$ cat config.mk
export PLATFORM = sky130hd
export DESIGN_NAME = mouse_event_generator_top
export DESIGN_NICKNAME = d
export VERILOG_FILES = /design/src/sv/meg_pkg.sv /design/src/sv/mouse_event_generator_top.sv /design/src/sv/meg_step.sv
export SDC_FILE = /design/constraint.sdc
export NUM_CORES = 1
export LEC_CHECK = 0
export BUFFER_PORTS_ARGS = -buffer_cell sky130_fd_sc_hd__buf_2
export CORE_UTILIZATION = 35
export DETAILED_ROUTE_END_ITERATION = 7
export MAX_ROUTING_LAYER = met4
export PLACE_DENSITY = 0.61
export SKIP_CTS_REPAIR_TIMING = 1
export SLEW_MARGIN = 20
export SYNTH_ARGS = -nofsm -noshare
export SYNTH_HDL_FRONTEND = slang
export SYNTH_SLANG_ARGS = --single-unit
$ cat constraint.sdc
create_clock -name clk -period 10 [get_ports clk]
set_clock_uncertainty 0.1 [all_clocks]
set_input_delay 1 -clock clk [delete_from_list [all_inputs] [get_ports clk]]
set_output_delay 1 -clock clk [all_outputs]
set_load 0.1 [all_outputs]
$ cat src/sv/meg_pkg.sv
// meg_pkg: shared types and constants of the mouse event generator
`timescale 1ns / 1ps

package meg_pkg;

  localparam int BUTTON_COUNT_DEF = 3;

  // event codes
  localparam logic [3:0] CODE_MOVE  = 4'd6;
  localparam logic [3:0] CODE_IDLE  = 4'd7;
  localparam logic [3:0] CODE_WHEEL = 4'd8;

  // register indexes
  localparam int CFG_INDEX_W = 3;
  localparam int CFG_DATA_W  = 16;
  localparam logic [CFG_INDEX_W-1:0] REG_SCREEN_MAX_X    = 3'd0;
  localparam logic [CFG_INDEX_W-1:0] REG_SCREEN_MAX_Y    = 3'd1;
  localparam logic [CFG_INDEX_W-1:0] REG_WHEEL_RELATIVE  = 3'd2;
  localparam logic [CFG_INDEX_W-1:0] REG_BUTTONS_SWAPPED = 3'd3;
  localparam logic [CFG_INDEX_W-1:0] REG_REPEAT_DELAY    = 3'd4;
  localparam logic [CFG_INDEX_W-1:0] REG_IDLE_DELAY      = 3'd5;

  // register reset values
  localparam logic [11:0] SCREEN_MAX_X_RST = 12'd639;
  localparam logic [11:0] SCREEN_MAX_Y_RST = 12'd479;
  localparam logic [15:0] REPEAT_DELAY_RST = 16'd250;
  localparam logic [15:0] IDLE_DELAY_RST   = 16'd35;

  // cursor starts in the middle of the reset screen
  localparam logic [11:0] CURSOR_X_RST = 12'((int'(SCREEN_MAX_X_RST) + 1) / 2);
  localparam logic [11:0] CURSOR_Y_RST = 12'((int'(SCREEN_MAX_Y_RST) + 1) / 2);

  typedef struct packed {
    logic [11:0] screen_max_x;
    logic [11:0] screen_max_y;
    logic        wheel_relative;
    logic        buttons_swapped;
    logic [15:0] repeat_delay_ms;
    logic [15:0] idle_delay_ms;
  } cfg_t;

  typedef struct packed {
    logic [31:0]        sample_time;
    logic signed [15:0] delta_x;
    logic signed [15:0] delta_y;
    logic signed [15:0] wheel_value;
  } sample_t;

  typedef struct packed {
    logic [11:0]        cursor_x;
    logic [11:0]        cursor_y;
    logic [31:0]        last_sample_time;
    logic [31:0]        last_motion_time;
    logic               idle_reported;
    logic signed [15:0] wheel_absolute;
  } state_t;

endpackage

$ cat src/sv/mouse_event_generator_top.sv
// mouse_event_generator_top: sample register, event buffer and output register
`timescale 1ns / 1ps

// a sample gives up to BUTTON_COUNT + 2 events, which pass from the sample register
//   through the event buffer to the single output register; a new sample is loaded
//   as the last event pops; the buffer drains one event per cycle unless stalled
// reset: registers take their documented values, cursor goes to the middle of the
//   reset screen, buttons read as released, all timestamps are zero

module mouse_event_generator_top #(
  parameter int BUTTON_COUNT = meg_pkg::BUTTON_COUNT_DEF
) (
  input  logic                              clk,
  input  logic                              rst,
  input  logic                              cfg_we,
  input  logic [meg_pkg::CFG_INDEX_W-1:0]   cfg_index,
  input  logic [meg_pkg::CFG_DATA_W-1:0]    cfg_data,
  input  logic                              in_valid,
  output logic                              in_stall,
  input  logic [31:0]                       sample_time,
  input  logic signed [15:0]                delta_x,
  input  logic signed [15:0]                delta_y,
  input  logic signed [15:0]                wheel_value,
  input  logic [BUTTON_COUNT-1:0]           button_bits,
  output logic                              out_valid,
  input  logic                              out_stall,
  output logic [3:0]                        event_code,
  output logic                              repeat_flag,
  output logic [11:0]                       pos_x,
  output logic [11:0]                       pos_y,
  output logic signed [16:0]                wheel_out,
  output logic [31:0]                       event_time,
  output logic                              last_event
);

  localparam int NSLOT = BUTTON_COUNT + 2;
  localparam int IW    = $clog2(NSLOT);

  meg_pkg::cfg_t cfg;

  // sample register
  logic                    a_valid;
  meg_pkg::sample_t        a_sample;
  logic [BUTTON_COUNT-1:0] a_buttons;

  // architectural state
  meg_pkg::state_t         st;
  meg_pkg::state_t         st_next;
  logic [BUTTON_COUNT-1:0] held;
  logic [BUTTON_COUNT-1:0] held_next;
  logic [31:0]             stamp [BUTTON_COUNT];
  logic [31:0]             stamp_next [BUTTON_COUNT];

  // step results
  logic [NSLOT-1:0]   step_mask;
  logic [3:0]         step_code [NSLOT];
  logic [NSLOT-1:0]   step_rep;
  logic signed [16:0] step_wheel_evt;

  // event buffer
  logic [NSLOT-1:0]   b_mask;
  logic [NSLOT-1:0]   b_mask_next;
  logic [3:0]         b_code [NSLOT];
  logic [NSLOT-1:0]   b_rep;
  logic [11:0]        b_pos_x;
  logic [11:0]        b_pos_y;
  logic signed [16:0] b_wheel;
  logic signed [16:0] b_wheel_evt;
  logic [31:0]        b_time;

  logic               out_free;
  logic               pop;
  logic               b_load;
  logic [IW-1:0]      pop_idx;
  logic [NSLOT-1:0]   remaining;

  // configuration registers
  always_ff @(posedge clk) begin
    if (rst) begin
      cfg.screen_max_x    <= meg_pkg::SCREEN_MAX_X_RST;
      cfg.screen_max_y    <= meg_pkg::SCREEN_MAX_Y_RST;
      cfg.wheel_relative  <= 1'b1;
      cfg.buttons_swapped <= 1'b0;
      cfg.repeat_delay_ms <= meg_pkg::REPEAT_DELAY_RST;
      cfg.idle_delay_ms   <= meg_pkg::IDLE_DELAY_RST;
    end else if (cfg_we) begin
      unique case (cfg_index)
        meg_pkg::REG_SCREEN_MAX_X:    cfg.screen_max_x    <= cfg_data[11:0];
        meg_pkg::REG_SCREEN_MAX_Y:    cfg.screen_max_y    <= cfg_data[11:0];
        meg_pkg::REG_WHEEL_RELATIVE:  cfg.wheel_relative  <= cfg_data[0];
        meg_pkg::REG_BUTTONS_SWAPPED: cfg.buttons_swapped <= cfg_data[0];
        meg_pkg::REG_REPEAT_DELAY:    cfg.repeat_delay_ms <= cfg_data;
        meg_pkg::REG_IDLE_DELAY:      cfg.idle_delay_ms   <= cfg_data;
        default: ;
      endcase
    end
  end

  // lowest pending slot goes out first
  always_comb begin
    pop_idx = '0;
    for (int s = NSLOT - 1; s >= 0; s--) begin
      if (b_mask[s]) begin
        pop_idx = IW'(s);
      end
    end
    remaining = b_mask & ~(NSLOT'(1) << pop_idx);
  end

  assign out_free = !out_valid || !out_stall;
  assign pop      = out_free && (b_mask != '0);
  assign b_load   = a_valid && ((b_mask == '0) || (pop && (remaining == '0)));
  assign in_stall = a_valid && !b_load;

  always_comb begin
    b_mask_next = b_mask;
    if (pop) begin
      b_mask_next = remaining;
    end
    if (b_load) begin
      b_mask_next = step_mask;
    end
  end

  meg_step #(
    .BUTTON_COUNT (BUTTON_COUNT),
    .NSLOT        (NSLOT)
  ) u_step (
    .cfg         (cfg),
    .sample      (a_sample),
    .button_bits (a_buttons),
    .st          (st),
    .held        (held),
    .stamp       (stamp),
    .st_next     (st_next),
    .held_next   (held_next),
    .stamp_next  (stamp_next),
    .slot_mask   (step_mask),
    .slot_code   (step_code),
    .slot_rep    (step_rep),
    .wheel_evt   (step_wheel_evt)
  );

  // sample register
  always_ff @(posedge clk) begin
    if (rst) begin
      a_valid <= 1'b0;
    end else if (!in_stall) begin
      a_valid <= in_valid;
    end
  end

  always_ff @(posedge clk) begin
    if (in_valid && !in_stall) begin
      a_sample.sample_time <= sample_time;
      a_sample.delta_x     <= delta_x;
      a_sample.delta_y     <= delta_y;
      a_sample.wheel_value <= wheel_value;
      a_buttons            <= button_bits;
    end
  end

  // state and event buffer
  always_ff @(posedge clk) begin
    if (rst) begin
      st.cursor_x         <= meg_pkg::CURSOR_X_RST;
      st.cursor_y         <= meg_pkg::CURSOR_Y_RST;
      st.last_sample_time <= '0;
      st.last_motion_time <= '0;
      st.idle_reported    <= 1'b0;
      st.wheel_absolute   <= '0;
      held                <= '0;
      for (int i = 0; i < BUTTON_COUNT; i++) begin
        stamp[i] <= '0;
      end
      b_mask <= '0;
    end else begin
      b_mask <= b_mask_next;
      if (b_load) begin
        st   <= st_next;
        held <= held_next;
        for (int i = 0; i < BUTTON_COUNT; i++) begin
          stamp[i] <= stamp_next[i];
        end
      end
    end
  end

  always_ff @(posedge clk) begin
    if (b_load) begin
      for (int s = 0; s < NSLOT; s++) begin
        b_code[s] <= step_code[s];
      end
      b_rep       <= step_rep;
      b_pos_x     <= st_next.cursor_x;
      b_pos_y     <= st_next.cursor_y;
      b_wheel     <= 17'(a_sample.wheel_value);
      b_wheel_evt <= step_wheel_evt;
      b_time      <= a_sample.sample_time;
    end
  end

  // output register
  always_ff @(posedge clk) begin
    if (rst) begin
      out_valid <= 1'b0;
    end else if (out_free) begin
      out_valid <= pop;
    end
  end

  always_ff @(posedge clk) begin
    if (pop) begin
      event_code  <= b_code[pop_idx];
      repeat_flag <= b_rep[pop_idx];
      pos_x       <= b_pos_x;
      pos_y       <= b_pos_y;
      // only the wheel event carries the absolute-mode delta
      wheel_out   <= (pop_idx == IW'(1)) ? b_wheel_evt : b_wheel;
      event_time  <= b_time;
      last_event  <= (remaining == '0);
    end
  end

  // a new sample only enters once the buffer is down to its final event
  a_load_single: assert property (@(posedge clk) disable iff (rst)
    b_load |-> ($countones(b_mask) <= 1))
    else $error("event buffer reloaded while events pending");

  a_pop_shows: assert property (@(posedge clk) disable iff (rst)
    pop |=> out_valid)
    else $error("popped event not shown");

  a_more_follow: assert property (@(posedge clk) disable iff (rst)
    (out_valid && !last_event) |-> (b_mask != '0))
    else $error("non-final event without a following event");

endmodule

$ cat src/sv/meg_step.sv
// meg_step: per-sample state update and event slot computation
`timescale 1ns / 1ps

module meg_step #(
  parameter int BUTTON_COUNT = meg_pkg::BUTTON_COUNT_DEF,
  parameter int NSLOT        = BUTTON_COUNT + 2
) (
  input  meg_pkg::cfg_t             cfg,
  input  meg_pkg::sample_t          sample,
  input  logic [BUTTON_COUNT-1:0]   button_bits,
  input  meg_pkg::state_t           st,
  input  logic [BUTTON_COUNT-1:0]   held,
  input  logic [31:0]               stamp [BUTTON_COUNT],
  output meg_pkg::state_t           st_next,
  output logic [BUTTON_COUNT-1:0]   held_next,
  output logic [31:0]               stamp_next [BUTTON_COUNT],
  output logic [NSLOT-1:0]          slot_mask,
  output logic [3:0]                slot_code [NSLOT],
  output logic [NSLOT-1:0]          slot_rep,
  output logic signed [16:0]        wheel_evt
);

  logic [31:0]        now;
  logic [31:0]        since_sample;
  logic [31:0]        since_motion;
  logic [31:0]        since_stamp [BUTTON_COUNT];
  logic signed [17:0] sum_x;
  logic signed [17:0] sum_y;
  logic [11:0]        new_x;
  logic [11:0]        new_y;
  logic               moved;
  logic               idle_due;
  logic               dropped;
  logic signed [16:0] wheel_ext;
  logic signed [16:0] wheel_delta;
  logic [3:0]         id;

  assign now          = sample.sample_time;
  assign since_sample = now - st.last_sample_time;
  assign since_motion = now - st.last_motion_time;
  assign dropped      = since_sample[31];
  assign moved        = (sample.delta_x != 16'sd0) || (sample.delta_y != 16'sd0);
  assign idle_due     = !since_motion[31] && (since_motion[30:0] > 31'(cfg.idle_delay_ms));
  assign wheel_ext    = 17'(sample.wheel_value);
  assign wheel_delta  = wheel_ext - 17'(st.wheel_absolute);

  // clamp a moving axis to [0, max]; an axis that does not move keeps its value
  always_comb begin
    sum_x = $signed({6'b0, st.cursor_x}) + 18'(sample.delta_x);
    sum_y = $signed({6'b0, st.cursor_y}) + 18'(sample.delta_y);
    if (sample.delta_x == 16'sd0) begin
      new_x = st.cursor_x;
    end else if (sum_x[17]) begin
      new_x = '0;
    end else if (sum_x[16:0] > {5'b0, cfg.screen_max_x}) begin
      new_x = cfg.screen_max_x;
    end else begin
      new_x = sum_x[11:0];
    end
    if (sample.delta_y == 16'sd0) begin
      new_y = st.cursor_y;
    end else if (sum_y[17]) begin
      new_y = '0;
    end else if (sum_y[16:0] > {5'b0, cfg.screen_max_y}) begin
      new_y = cfg.screen_max_y;
    end else begin
      new_y = sum_y[11:0];
    end
  end

  always_comb begin
    st_next   = st;
    slot_mask = '0;
    slot_rep  = '0;
    for (int s = 0; s < NSLOT; s++) begin
      slot_code[s] = meg_pkg::CODE_MOVE;
    end
    wheel_evt = wheel_ext;
    held_next = held;
    id        = '0;
    for (int i = 0; i < BUTTON_COUNT; i++) begin
      stamp_next[i]  = stamp[i];
      since_stamp[i] = now - stamp[i];
    end

    if (!dropped) begin
      st_next.last_sample_time = now;
      st_next.cursor_x         = new_x;
      st_next.cursor_y         = new_y;

      // motion or idle slot
      if (moved) begin
        st_next.last_motion_time = now;
        st_next.idle_reported    = 1'b0;
        slot_mask[0]             = 1'b1;
        slot_code[0]             = meg_pkg::CODE_MOVE;
      end else if (!st.idle_reported && idle_due) begin
        st_next.idle_reported = 1'b1;
        slot_mask[0]          = 1'b1;
        slot_code[0]          = meg_pkg::CODE_IDLE;
      end

      // wheel slot
      slot_code[1] = meg_pkg::CODE_WHEEL;
      if (cfg.wheel_relative) begin
        slot_mask[1] = (sample.wheel_value != 16'sd0);
      end else if (sample.wheel_value != st.wheel_absolute) begin
        slot_mask[1]           = 1'b1;
        wheel_evt              = wheel_delta;
        st_next.wheel_absolute = sample.wheel_value;
      end

      // button slots
      for (int i = 0; i < BUTTON_COUNT; i++) begin
        id = 4'(i);
        if (cfg.buttons_swapped && BUTTON_COUNT >= 2 && i < 2) begin
          id = id ^ 4'd1;
        end
        if (!button_bits[i]) begin
          slot_code[i+2] = 4'((id << 1) | 4'd1);
          if (held[i]) begin
            held_next[i]   = 1'b0;
            stamp_next[i]  = now;
            slot_mask[i+2] = 1'b1;
          end
        end else begin
          slot_code[i+2] = 4'(id << 1);
          if (!held[i]) begin
            held_next[i]   = 1'b1;
            stamp_next[i]  = now;
            slot_mask[i+2] = 1'b1;
          end else if (!since_stamp[i][31] &&
                       since_stamp[i][30:0] > 31'(cfg.repeat_delay_ms)) begin
            stamp_next[i]  = now;
            slot_mask[i+2] = 1'b1;
            slot_rep[i+2]  = 1'b1;
          end
        end
      end
    end
  end

endmodule

Word-level counts from Yosys, hierarchy flattened
Memories as Yosys holds them, arrays and structs flattened. A register that Yosys moved wholly into a read port is not among the register bits.
Cells that the tools add are included.
- bits in registers: 519
- bits in writable memories: 20
- input port bits: 107
- output and inout port bits: 81
- word-level logic and storage cells: 194
- memories kept: 1
- $add $sub $neg: 8
- $lt $le $gt $ge: 7
- equality and inequality tests: 10
- shift-type cells: 1
- multiplexer cells: 67
- bitwise gates (word level): 10
- reduce and logical (&&, ||, !) cells: 52
- memories (name ; words ; bits a word ; read ports ; clocked after memory_dff ; write ports ; line ; source):
    b_code ; 5 ; 4 ; 1 ; 1 ; 5 ; mouse_event_generator_top.sv:63 ; logic [3:0] b_code [NSLOT];
- operator list (operator ; number):
    two-way mux 32 bit ; 13
    subtractor 32 bit ; 5
    greater-than comparator 31 x 16 -> 1 bit ; 4
    two-way mux 105 bit ; 1
    two-way mux 12 bit ; 6
    two-way mux 17 bit ; 4
    nonzero test 16 bit ; 3
    adder 13 x 16 -> 17 bit ; 2
    greater-than comparator 17 x 12 -> 1 bit ; 2
    logical NOT 16 bit ; 2
    two-way mux 16 bit ; 2
    two-way mux 1 bit ; 30
    two-way mux 20 bit ; 1
    subtractor 16 x 16 -> 17 bit ; 1
    != test 16 bit ; 1
    AND reduction 4 bit ; 4
    two-way mux 3 bit ; 5
    two-way mux 5 bit ; 3
    AND reduction 2 bit ; 7
    logical AND 1 bit ; 10
    logical NOT 5 bit ; 2
    nonzero test 2 bit ; 5
    logical NOT 1 bit ; 9
    != test 3 x 2 -> 1 bit (second input constant) ; 3
    other kinds (15) ; 30

Longest topological paths before layout
Gate-level depths: netlist (run 1).
- word-level depth: 16
- mapped depth: 26
- depth with buffers taken out: 24

Modules after synthesis
Synthesis (run 1) repeated with hierarchy kept, for this count alone.
- cell total of the unflattened synthesis: 3753
- area total of the unflattened synthesis: 34745.8 µm²
- by module, submodules not included (module ; instances ; cells an instance ; area an instance (µm²) ; seq. area each (µm²)):
    mouse_event_generator_top ; 1 ; 1483 ; 19179.6 ; 13673.1
    meg_step ; 1 ; 2270 ; 15566.2 ; 0.0

Worst setup path after synthesis (run 1)
No wires, ideal clock.
- path kind: input-to-reg
- start point: input out_stall
- end point: register a_buttons[0], enable pin
- library setup time: 0.525 ns
- arrival: 5.983 ns
- required time: 9.375 ns
- slack: 3.392 ns
- stages on the path: 9
- buffers on the path: 0
- cells stage by stage: and2_1 > or3_1 > a21oi_1 > a21oi_1 > o21ai_1 > inv_1 > nand2_1 > inv_1 > nor2_1
- word-level cells in the longest chain between the ends: 10
- RTL lines (what ; line ; source):
    start, declared ; mouse_event_generator_top.sv:26 ; input logic out_stall,
    logical NOT 1 bit ; mouse_event_generator_top.sv:110 ; assign out_free = !out_valid || !out_stall;
    logical OR 1 bit ; mouse_event_generator_top.sv:110 ;
    logical AND 1 bit ; mouse_event_generator_top.sv:111 ; assign pop = out_free && (b_mask != '0);
    logical AND 1 bit ; mouse_event_generator_top.sv:112 ; assign b_load = a_valid && ((b_mask == '0) || (pop && (remaining == '0)));
    logical OR 1 bit ; mouse_event_generator_top.sv:112 ;
    logical AND 1 bit ; mouse_event_generator_top.sv:112 ;
    logical NOT 1 bit ; mouse_event_generator_top.sv:113 ; assign in_stall = a_valid && !b_load;
    logical AND 1 bit ; mouse_event_generator_top.sv:113 ;
    named net in_stall ; mouse_event_generator_top.sv:19 ; output logic in_stall,
    logical NOT 1 bit ; mouse_event_generator_top.sv:154 ; if (in_valid && !in_stall) begin
    logical AND 1 bit ; mouse_event_generator_top.sv:154 ;
    end signal, assigned ; mouse_event_generator_top.sv:159 ; a_buttons <= button_bits;
    end, declared ; mouse_event_generator_top.sv:44 ; logic [BUTTON_COUNT-1:0] a_buttons;
The timed path passes the listed nets, and every way through them passes these cells.
A chain may end at the register's enable or synchronous reset.

Worst setup path after layout (run 1)
- start point: register a_sample[49] (netlist bit)
- end point: register stamp[6] (netlist bit)
- word-level cells in the longest chain between the ends: 5
- elaborated cells on any way between the ends: 8
- classes of those cells: add/sub (2); order compare (1); eq/ne (1); bitwise (1); reduce/logical (3)
- RTL lines (what ; line ; source):
    start, declared ; mouse_event_generator_top.sv:43 ; meg_pkg::sample_t a_sample;
    subtractor 32 bit ; meg_step.sv:83 ; since_stamp[i] = now - stamp[i];
    greater-than comparator 31 x 16 -> 1 bit or logical NOT 1 bit (tied branches) ; meg_step.sv:133, meg_step.sv:132 ;
    logical AND 1 bit ; meg_step.sv:132 ; end else if (!since_stamp[i][31] &&
    != test 3 x 2 -> 1 bit (no line) ; n/a ;
    AND reduction 4 bit (no line) * ; n/a ;
    end signal, assigned by index ; mouse_event_generator_top.sv:183 ; stamp[i] <= stamp_next[i];
    end, declared ; mouse_event_generator_top.sv:51 ; logic [31:0] stamp [BUTTON_COUNT];
Every way passes the cells marked *; elsewhere a longest branch is shown, timed or not.

==> results by stage, run 1 <==
Placed design:
- The congestion estimate from routability-driven global placement came to 0.9529.
- The HPWL after detailed placement is 66.10 mm.
- The count of buffers added on input and output ports is 187.
- In this run, placement finished with an instance count of 4662.
- The post-placement worst setup slack is 3.659 ns.

Floorplan:
- The overall die height is 303.3 microns.
- The standard cell core area is 0.09001 sq mm.
- The die is slightly above 300 microns wide.
- In this run the count of I/O pins placed on the die edge is 188.
- Once the floorplan was initialized, standard cells occupied 35.30% of the core.
- The die outline area is 0.09198 sq mm.
- The floorplan has 110 rows.

STA:
- The total count of max-transition violations in the final report is 0.
- For the pin with the worst max-slew slack, the measured transition is roughly 1.1 ns.
- The total of endpoints with negative setup slack in the final report is 0.
- Setup repair after global routing left no endpoint under its margin.
- In this run the tightest slew margin relative to its limit is 27.93%.
- In the finished design, the share of the clock period the worst path needs comes to 63.70%.
- The setup TNS after final layout is 0 ns.
- The number of failing hold endpoints at the final stage was 0.
- Subtracting the final worst setup slack from the clock period gives 6.370 ns.
- Derived from the worst setup path, the maximum achievable clock frequency is 157.0 MHz.
- The final worst-path setup slack is 3.630 ns.

Flow run:
- The number of maximum-capacitance constraint violations is 0.

Clock tree:
- The number of buffers inserted during clock tree synthesis is 61.
- The H-tree was split into 2 levels.
- The cell sitting at the root of the clock tree is a sky130_fd_sc_hd__clkbuf_16.
- TritonCTS built the clock tree.
- Clock-pin slew was measured on the worst setup and hold paths at 0.06 ns.
- For the worst-skew pair, the clock arrives at the later sink with an insertion delay of 0.66 ns.
- The deepest clock path buffer count is 3.
- The number of sinks handled by clock tree synthesis is 531.

Worst setup path:
- The kind of start point of the critical path is a flop.
- The critical path is of the flop to flop type.
- The critical path goes through inv_1 -> fa_1 -> nand2b_1 -> a21oi_1 -> o211ai_1 -> o22a_1 -> o211a_1 -> xnor2_1 -> ha_1 -> nand4_1 -> nor2_1 -> a32o_1 -> o221ai_1 -> nand4_1 -> or4_1 -> nor4_2 -> a31oi_1 -> o21ai_4 -> buf_4 -> mux2i_1.
- The worst path required time is 10.45 ns.
- The worst path arrival time is slightly below 7 ns.
- The cell that appears most often on the critical path is sky130_fd_sc_hd__nand4_1.
- The library cell contributing the largest single delay on the critical path is sky130_fd_sc_hd__o21ai_4.
- The critical path's largest stage delay is a little over 0.6 ns.
- The worst setup path is captured at a flop.
- The top fanout value on the critical path is 19.

Synth:
- The sequential element share of the synthesized area is 41.71%.
- The average cell area after synthesis is 9.353 sq um.
- Synthesis handed over a netlist of 3397 instances.
- Yosys mapped the design onto 94 distinct sky130hd cell types.
- Synthesis inferred 531 register bits.
- The most used flip-flop cell after synthesis is sky130_fd_sc_hd__dfxtp_1.
- The warning count from the yosys run is 0.
- When the netlist entered floorplanning its net count stood at between 3000 and 4000.
- Summing every instance area after synthesis gives 0.03177 sq mm.
- The share of synthesized registers carrying an async set or reset is 0%.
- The number of synthesized flops with an enable pin is 262.

GRT:
- After global routing, the most crowded layer is met2.
- The largest net degree at the start of global routing is 110.
- Summed over all layers, the global routing overflow is 0.
- The wire length of the first global-routing pass is 139.3 mm.
- The fraction of met2 tracks used by global routing is 32.12%.
- The global-route usage over all layers is 20.07%.
- For this run, global-route usage on met3 was measured as 2.692%.
- Global routing consumed, on the met1 layer, 26.68% of the routing resources.
- The number of global-route vias before repair is 24050.
- The initial antenna violation count is 7.

Routing:
- The DRC violation count after routing is 0.
- The first detailed-routing pass ran for 5 iterations.
- The routed via count divided by cell count is 5.283.
- The total via count after detailed routing is 25270.
- Summed over all layers, the routed wires come to 90.92 mm.
- Dividing the detail-routed wire length by the instance count gives 19.01 microns.
- The post-route antenna net violation count is 0.
- After the first detailed-routing iteration, the DRC count stood at 1575.

Final layout:
- The end-of-flow core utilization is around 40%.
- Relative to the synthesized area, the layout overhead comes to 13.54%.
- The post-route netlist has 10.47% of its cells at a drive strength greater than 1.
- The number of nets in the layout is 3945.
- The count of placed standard cells in the final layout, fillers left out is 4783.

Min path:
- The class of the worst hold path is flop to flop.

Run status:
- The flow ran to the end, and the final reports show no timing, DRC or antenna violations.

Power:
- The worst voltage drop across the vdd grid is approximately 0.14 mV.
- The areal power density over the cells is 197.4 mW/mm^2.
- The analysis attributes to cell leakage a power of 14.20 nW.
-- registers in the layout, summed over array words and instances, names as in the netlist, 5 cells and up --
signal	flops
cfg	58
b_wheel	16
b_wheel_evt	17
b_pos_y	12
pos_y	12
b_mask	5
pos_x	12
a_sample	80
b_time	32
b_pos_x	12
st	105
b_code	8
wheel_out	17
event_time	32
stamp	96
-- stage by stage --
stage	area (sq um)	total power [W]	hold WS, ns
after global routing	36070	0.007456	0.3231
after CTS	36050	0.007189	0.3161
final	36070	0.007121	0.3176
after floorplan	31770	0.004314	0.3003
after detailed placement	33930	0.004813	0.3045
after global placement	33920	0.004801	0.3006
-- worst max-delay path: cells and delay by family (launching register included) --
| kind | cells | cell delay [ns] |
|---|---|---|
| and+or+nand+nor | 6 | 1.29 |
| DFF | 1 | 0.57 |
| adders and majority gates | 2 | 0.83 |
| buffers and inverters | 2 | 0.76 |
| AOI/OAI and AO/OA | 8 | 2.33 |
| muxes | 1 | 0.23 |
| xor gates and xnor gates | 1 | 0.13 |
-- Yosys cell counts, drive strengths merged (5+ instances only) --
cell type | number | share of area, %
nand2 | 346 | 4.1
ha | 282 | 11
inv | 278 | 3.3
dfxtp | 269 | 17
a21oi | 267 | 4.3
edfxtp | 262 | 25
nor2 | 200 | 2.4
o21ai | 195 | 3.1
mux2i | 144 | 4.5
nand2b | 137 | 2.7
clkbuf | 109 | 1.3
xnor2 | 82 | 2.3
a21o | 75 | 1.8
nand3b | 58 | 1.4
nand4 | 52 | 1.0
nand3 | 51 | 0.80
nor3 | 47 | 0.74
o21a | 42 | 1.0
xor2 | 36 | 0.99
a211oi | 34 | 0.80
nor2b | 32 | 0.63
o211ai | 30 | 0.74
a31oi | 26 | 0.51
buf | 26 | 0.58
nor4 | 23 | 0.49
or3 | 23 | 0.45
and3 | 21 | 0.41
mux2 | 20 | 0.71
o31ai | 20 | 0.47
a2111oi | 18 | 0.52
a211o | 18 | 0.50
a21boi | 15 | 0.35
or2 | 14 | 0.28
and2 | 13 | 0.26
and4 | 12 | 0.33
o21bai | 12 | 0.28
o2111ai | 11 | 0.30
o22ai | 8 | 0.16
a41oi | 7 | 0.19
fa | 7 | 0.44
o31a | 6 | 0.17
nor3b | 5 | 0.12
o41ai | 5 | 0.14
or4 | 5 | 0.12
-- layout by cell type (no fill, tap or decap), types with 28 or more instances in the layout --
master,instances
sky130_fd_sc_hd__nand2_1,346
sky130_fd_sc_hd__ha_1,282
sky130_fd_sc_hd__inv_1,275
sky130_fd_sc_hd__dfxtp_1,269
sky130_fd_sc_hd__a21oi_1,265
sky130_fd_sc_hd__edfxtp_1,262
sky130_fd_sc_hd__nor2_1,196
sky130_fd_sc_hd__buf_2,186
sky130_fd_sc_hd__o21ai_0,176
sky130_fd_sc_hd__mux2i_1,144
sky130_fd_sc_hd__nand2b_1,137
sky130_fd_sc_hd__xnor2_1,82
sky130_fd_sc_hd__a21o_1,75
sky130_fd_sc_hd__clkbuf_16,66
sky130_fd_sc_hd__nand3b_1,58
sky130_fd_sc_hd__nand4_1,52
sky130_fd_sc_hd__nand3_1,50
sky130_fd_sc_hd__nor3_1,46
sky130_fd_sc_hd__o21a_1,41
sky130_fd_sc_hd__xor2_1,36
sky130_fd_sc_hd__buf_4,36
sky130_fd_sc_hd__a211oi_1,33
sky130_fd_sc_hd__nor2b_1,31
sky130_fd_sc_hd__o211ai_1,28
-- cells by family after synthesis --
logic type	count (synthesis)	share of synthesized area (%)
AO/OA/AOI/OAI	835	16.67
multiplexers	164	5.246
buffers and inverters	413	5.159
AND/OR/NAND/NOR	1046	16.38
XOR/XNOR	118	3.253
flip-flops	531	41.71
adder cells (fa/ha/maj)	290	11.58
-- area by class of cell --
cell class | count | area (sq um)
diodes | 5 | 12.51
clock buffers | 90 | 1822
clock inverters | 26 | 307.8
fillers | 8965 | 53940
inverters | 278 | 1046
multi-input cells | 2453 | 16940
flip-flops and latches | 531 | 13250
well taps | 1176 | 1471
repair buffers | 224 | 1226
-- layer usage --
layer,up-vias,routed length (microns)
met5,-,0
met1,11970,41860
met2,669,42010
met3,121,5194
li1,12510,-
met4,0,1858
-- worst paths after layout --
| kind | from | end | slack, ns | cells after the start |
|---|---|---|---|---|
| hold reg to reg | b_time[30]$_DFFE_PP_ | event_time[30]$_DFFE_PP_ | 0.32 | 0 |
| hold / removal | b_time[30]$_DFFE_PP_ | event_time[30]$_DFFE_PP_ | 0.32 | 0 |
| setup reg to reg | a_sample[49]$_DFFE_PP_ | stamp[6]$_SDFFE_PP0P_ | 3.63 | 20 |
| setup / recovery | a_sample[49]$_DFFE_PP_ | stamp[6]$_SDFFE_PP0P_ | 3.63 | 20 |
-- power breakdown --
group          switching, W  total (W)  leakage (nW)  internal (W)
clock network      0.000976    0.00235          1.04       0.00138
logic               0.00153    0.00212          8.49      0.000584
registers          0.000113    0.00265          4.67       0.00254
No activity file was read; power rests on OpenSTA's default activity.
==> inputs of run 2 (changes only) <==
==> constraint.sdc (replaced) <==
create_clock -name clk -period 6.5 [get_ports clk]
set_clock_uncertainty 0.1 [all_clocks]
set_input_delay 0.65 -clock clk [delete_from_list [all_inputs] [get_ports clk]]
set_output_delay 0.65 -clock clk [all_outputs]
set_load 0.1 [all_outputs]
==> run 2 against run 1 <==
  * Core utilization is 0.17 points higher
  * Global-route usage is 0.59 points higher
  * Critical path depth is 3 higher
  * Register-to-register slack worse by 3.1 ns
  * Largest cell class unchanged
==> results by stage, run 2 (same netlist as run 1, synthesis figures left out) <==
Clock tree:
- Counting the buffers created by CTS gives 66.
- CTS built an H-tree with a depth of 3.
- The post-CTS clock slew at the launch and capture registers of the worst setup and hold paths is 0.07 ns.
- The clock latency at the later pin of the worst-skew pair is 0.63 ns.
- The CTS tree is done.
- The longest clock path from root to sink contains 3 buffers.
- The number of sinks handled by clock tree synthesis is 531.
- The clock tree root buffer cell is sky130_fd_sc_hd__clkbuf_16.

STA:
- The number of failing hold endpoints at the final stage is 0.
- The minimum clock period after layout is between 5 and 6 ns.
- The highest clock rate is 167.4 MHz.
- Setup violations remaining at the end of the flow were counted as 0.
- The total count of max-transition violations in the final report is 0.
- The setup TNS after final layout is 0 ns.
- The normalized max-slew margin is between 30% and 40%.
- The fraction of the cycle the final worst path needs is 91.90%.
- Setup repair after global routing left no endpoint under its margin.
- For the pin with the worst max-slew slack, the measured transition is between 0.9 and 1 ns.

Floorplan:
- The starting utilization of the core area is 35.30%.
- The standard cell core area is roughly 0.090 sq mm.
- The count of pins on the block boundary is 188.
- The number of core rows is 110.
- The die is 303.3 microns wide.
- In this run the vertical extent of the chip is 303.3 microns.
- The die covers 0.09198 sq mm.

Min path:
- The worst hold path depth is 1.
- The worst hold path belongs to the class input pin to flop.

Final layout:
- The flip-flop count of the largest register after layout is roughly 110.
- The area growth from synthesis to layout is 14.03%.
- The library cell used most frequently in the layout, excluding fill and tap cells, is sky130_fd_sc_hd__nand2_1.
- The share of final-layout standard cells stronger than drive strength 1 is 11.01%.
- In the final layout, the registers with the most flip-flops are st (105), stamp (96), a_sample (80).
- Ranked by flip-flop count, first place goes to st.
- The number of nets in the layout is ~4000.
- In the layout the commonest cells are 346 x sky130_fd_sc_hd__nand2_1, 282 x sky130_fd_sc_hd__ha_1, 275 x sky130_fd_sc_hd__inv_1, 269 x sky130_fd_sc_hd__dfxtp_1, 265 x sky130_fd_sc_hd__a21oi_1.

Worst setup path:
- For the worst setup path, the data arrival time is 6.38 ns.
- The class of the most critical setup path is flop to flop.
- The kind of start point of the critical path is a flop.
- In this run the worst path has a maximum fanout of 35.
- The critical path capture point type is a flop.
- The worst path required time is between 6 and 7 ns.
- Measured in cells, the most critical reg-to-reg path has a length of 23.

GRT:
- In the global route stage, overall resource usage came out at roughly a fifth.
- Global routing finished with a remaining overflow of 0.
- The first global-routing pass estimated 142.1 mm of wire.
- The number of global-route vias before repair came to 24170.
- Entering global routing, the biggest net connects ~120 pins.
- The initial antenna violation count is 5.

Power:
- The leakage power total is ~14 nW.
- The total power of the final layout is 0.01110 W.
- Dividing total power by cell area gives a power density of 306.4 mW/mm^2.
- The worst voltage drop across the vdd grid is 0.1906 mV.

Routing:
- The count of nets left with antenna violations once routing finished came out at 0.
- After detailed routing, the number of vias per cell comes to 5.305.
- The post-detailed-route wirelength per cell is approximately 19 microns.
- For this run, the detailed router's first-pass iteration total came to 5.
- The routed layout has 25430 vias.
- The detailed router finished its first iteration with 1879 violations.
- The post-detailed-routing wire length is roughly 93 mm.
- After detailed routing, the number of remaining DRC violations is 0.

Placed design:
- The routability-driven placement congestion ratio is 0.9875.
- Buffers placed on the I/O ports in this run total ~190.
- The HPWL after detailed placement is 68.48 mm.

Flow run:
- The tool flagged a number of max-cap violations equal to 0.

Run status:
- The flow ran to the end, and the final reports show no timing, DRC or antenna violations.
[run 2: changes by cell type in the layout (fill, tap and decap cells not counted), sizes merged]
cell / delta
clkinvlp: +2
diode: -2
clkbuf: -9
inv: -1
bufinv: -1
buf: +8
clkinv: +14
[run 2: final cells by class]
cell class | instances | area [sq um]
diodes | 3 | 7.507
clock buffers | 81 | 1844
clock inverters | 40 | 375.4
fillers | 8947 | 53780
inverters | 278 | 1046
multi-input cells | 2453 | 16930
flip-flops and latches | 531 | 13250
well taps | 1176 | 1471
repair buffers | 232 | 1299
[run 2: per-layer routing]
metal	wire [microns]	GRT usage, %	vias up
li1	-	-	12550
met5	0	-	-
met4	1724	4.940	0
met1	43490	27.46	12160
met3	4503	2.684	102
met2	43290	33.26	611
[run 2: metrics by stage]
stage / cells / hold WS [ns] / setup WS (ns) / util [%] / instance area (sq um)
floorplan: 3397 / 0.3003 / 0.1036 / - / 31770
global placement: 4670 / 0.3004 / 0.6668 / 37.77 / 34000
detailed placement: 4670 / 0.3045 / 0.6244 / 37.77 / 34000
CTS: 4791 / 0.04816 / 0.5677 / 40.24 / 36220
global route: 4793 / 0.06421 / 0.002169 / 40.25 / 36230
finish: 4794 / 0.08762 / 0.5267 / 40.25 / 36230
[run 2: path summary, 6_finish.rpt]
path / from / endpoint / slack, ns
max reg2reg: a_sample[49]$_DFFE_PP_ / stamp[66]$_SDFFE_PP0P_ / 0.53
max: a_sample[49]$_DFFE_PP_ / stamp[66]$_SDFFE_PP0P_ / 0.53
min: delta_x[5] / a_sample[37]$_DFFE_PP_ / 0.09
min reg2reg: b_time[21]$_DFFE_PP_ / event_time[21]$_DFFE_PP_ / 0.32
[run 2: critical path, stage by stage, from the launching register on]
cell and delay (ns):
sky130_fd_sc_hd__edfxtp_1 0.60, sky130_fd_sc_hd__inv_1 0.30, sky130_fd_sc_hd__fa_1 0.52, sky130_fd_sc_hd__nor2b_1 0.18, sky130_fd_sc_hd__o31a_1 0.25, sky130_fd_sc_hd__nor2_1 0.07
sky130_fd_sc_hd__nor2_1 0.18, sky130_fd_sc_hd__o21ai_0 0.10, sky130_fd_sc_hd__nand2b_1 0.11, sky130_fd_sc_hd__a21o_1 0.13, sky130_fd_sc_hd__a21oi_1 0.07, sky130_fd_sc_hd__xnor2_1 0.14
sky130_fd_sc_hd__ha_1 0.28, sky130_fd_sc_hd__and4_1 0.18, sky130_fd_sc_hd__a21oi_1 0.14, sky130_fd_sc_hd__a21boi_0 0.09, sky130_fd_sc_hd__o31a_1 0.32, sky130_fd_sc_hd__a2111oi_0 0.46
sky130_fd_sc_hd__o221ai_1 0.21, sky130_fd_sc_hd__nor4_1 0.41, sky130_fd_sc_hd__nand4_1 0.19, sky130_fd_sc_hd__o211ai_1 0.25, sky130_fd_sc_hd__buf_4 0.38, sky130_fd_sc_hd__o21ai_0 0.16
[run 2: power by group]
group | switching [W] | leakage [nW] | internal, W | total [W]
Sequential | 0.000179 | 4.67 | 0.00391 | 0.00409
Combinational | 0.00237 | 8.53 | 0.000906 | 0.00328
Clock | 0.00157 | 1.10 | 0.00217 | 0.00374
Total | 0.00411 | 14.3 | 0.00699 | 0.0111
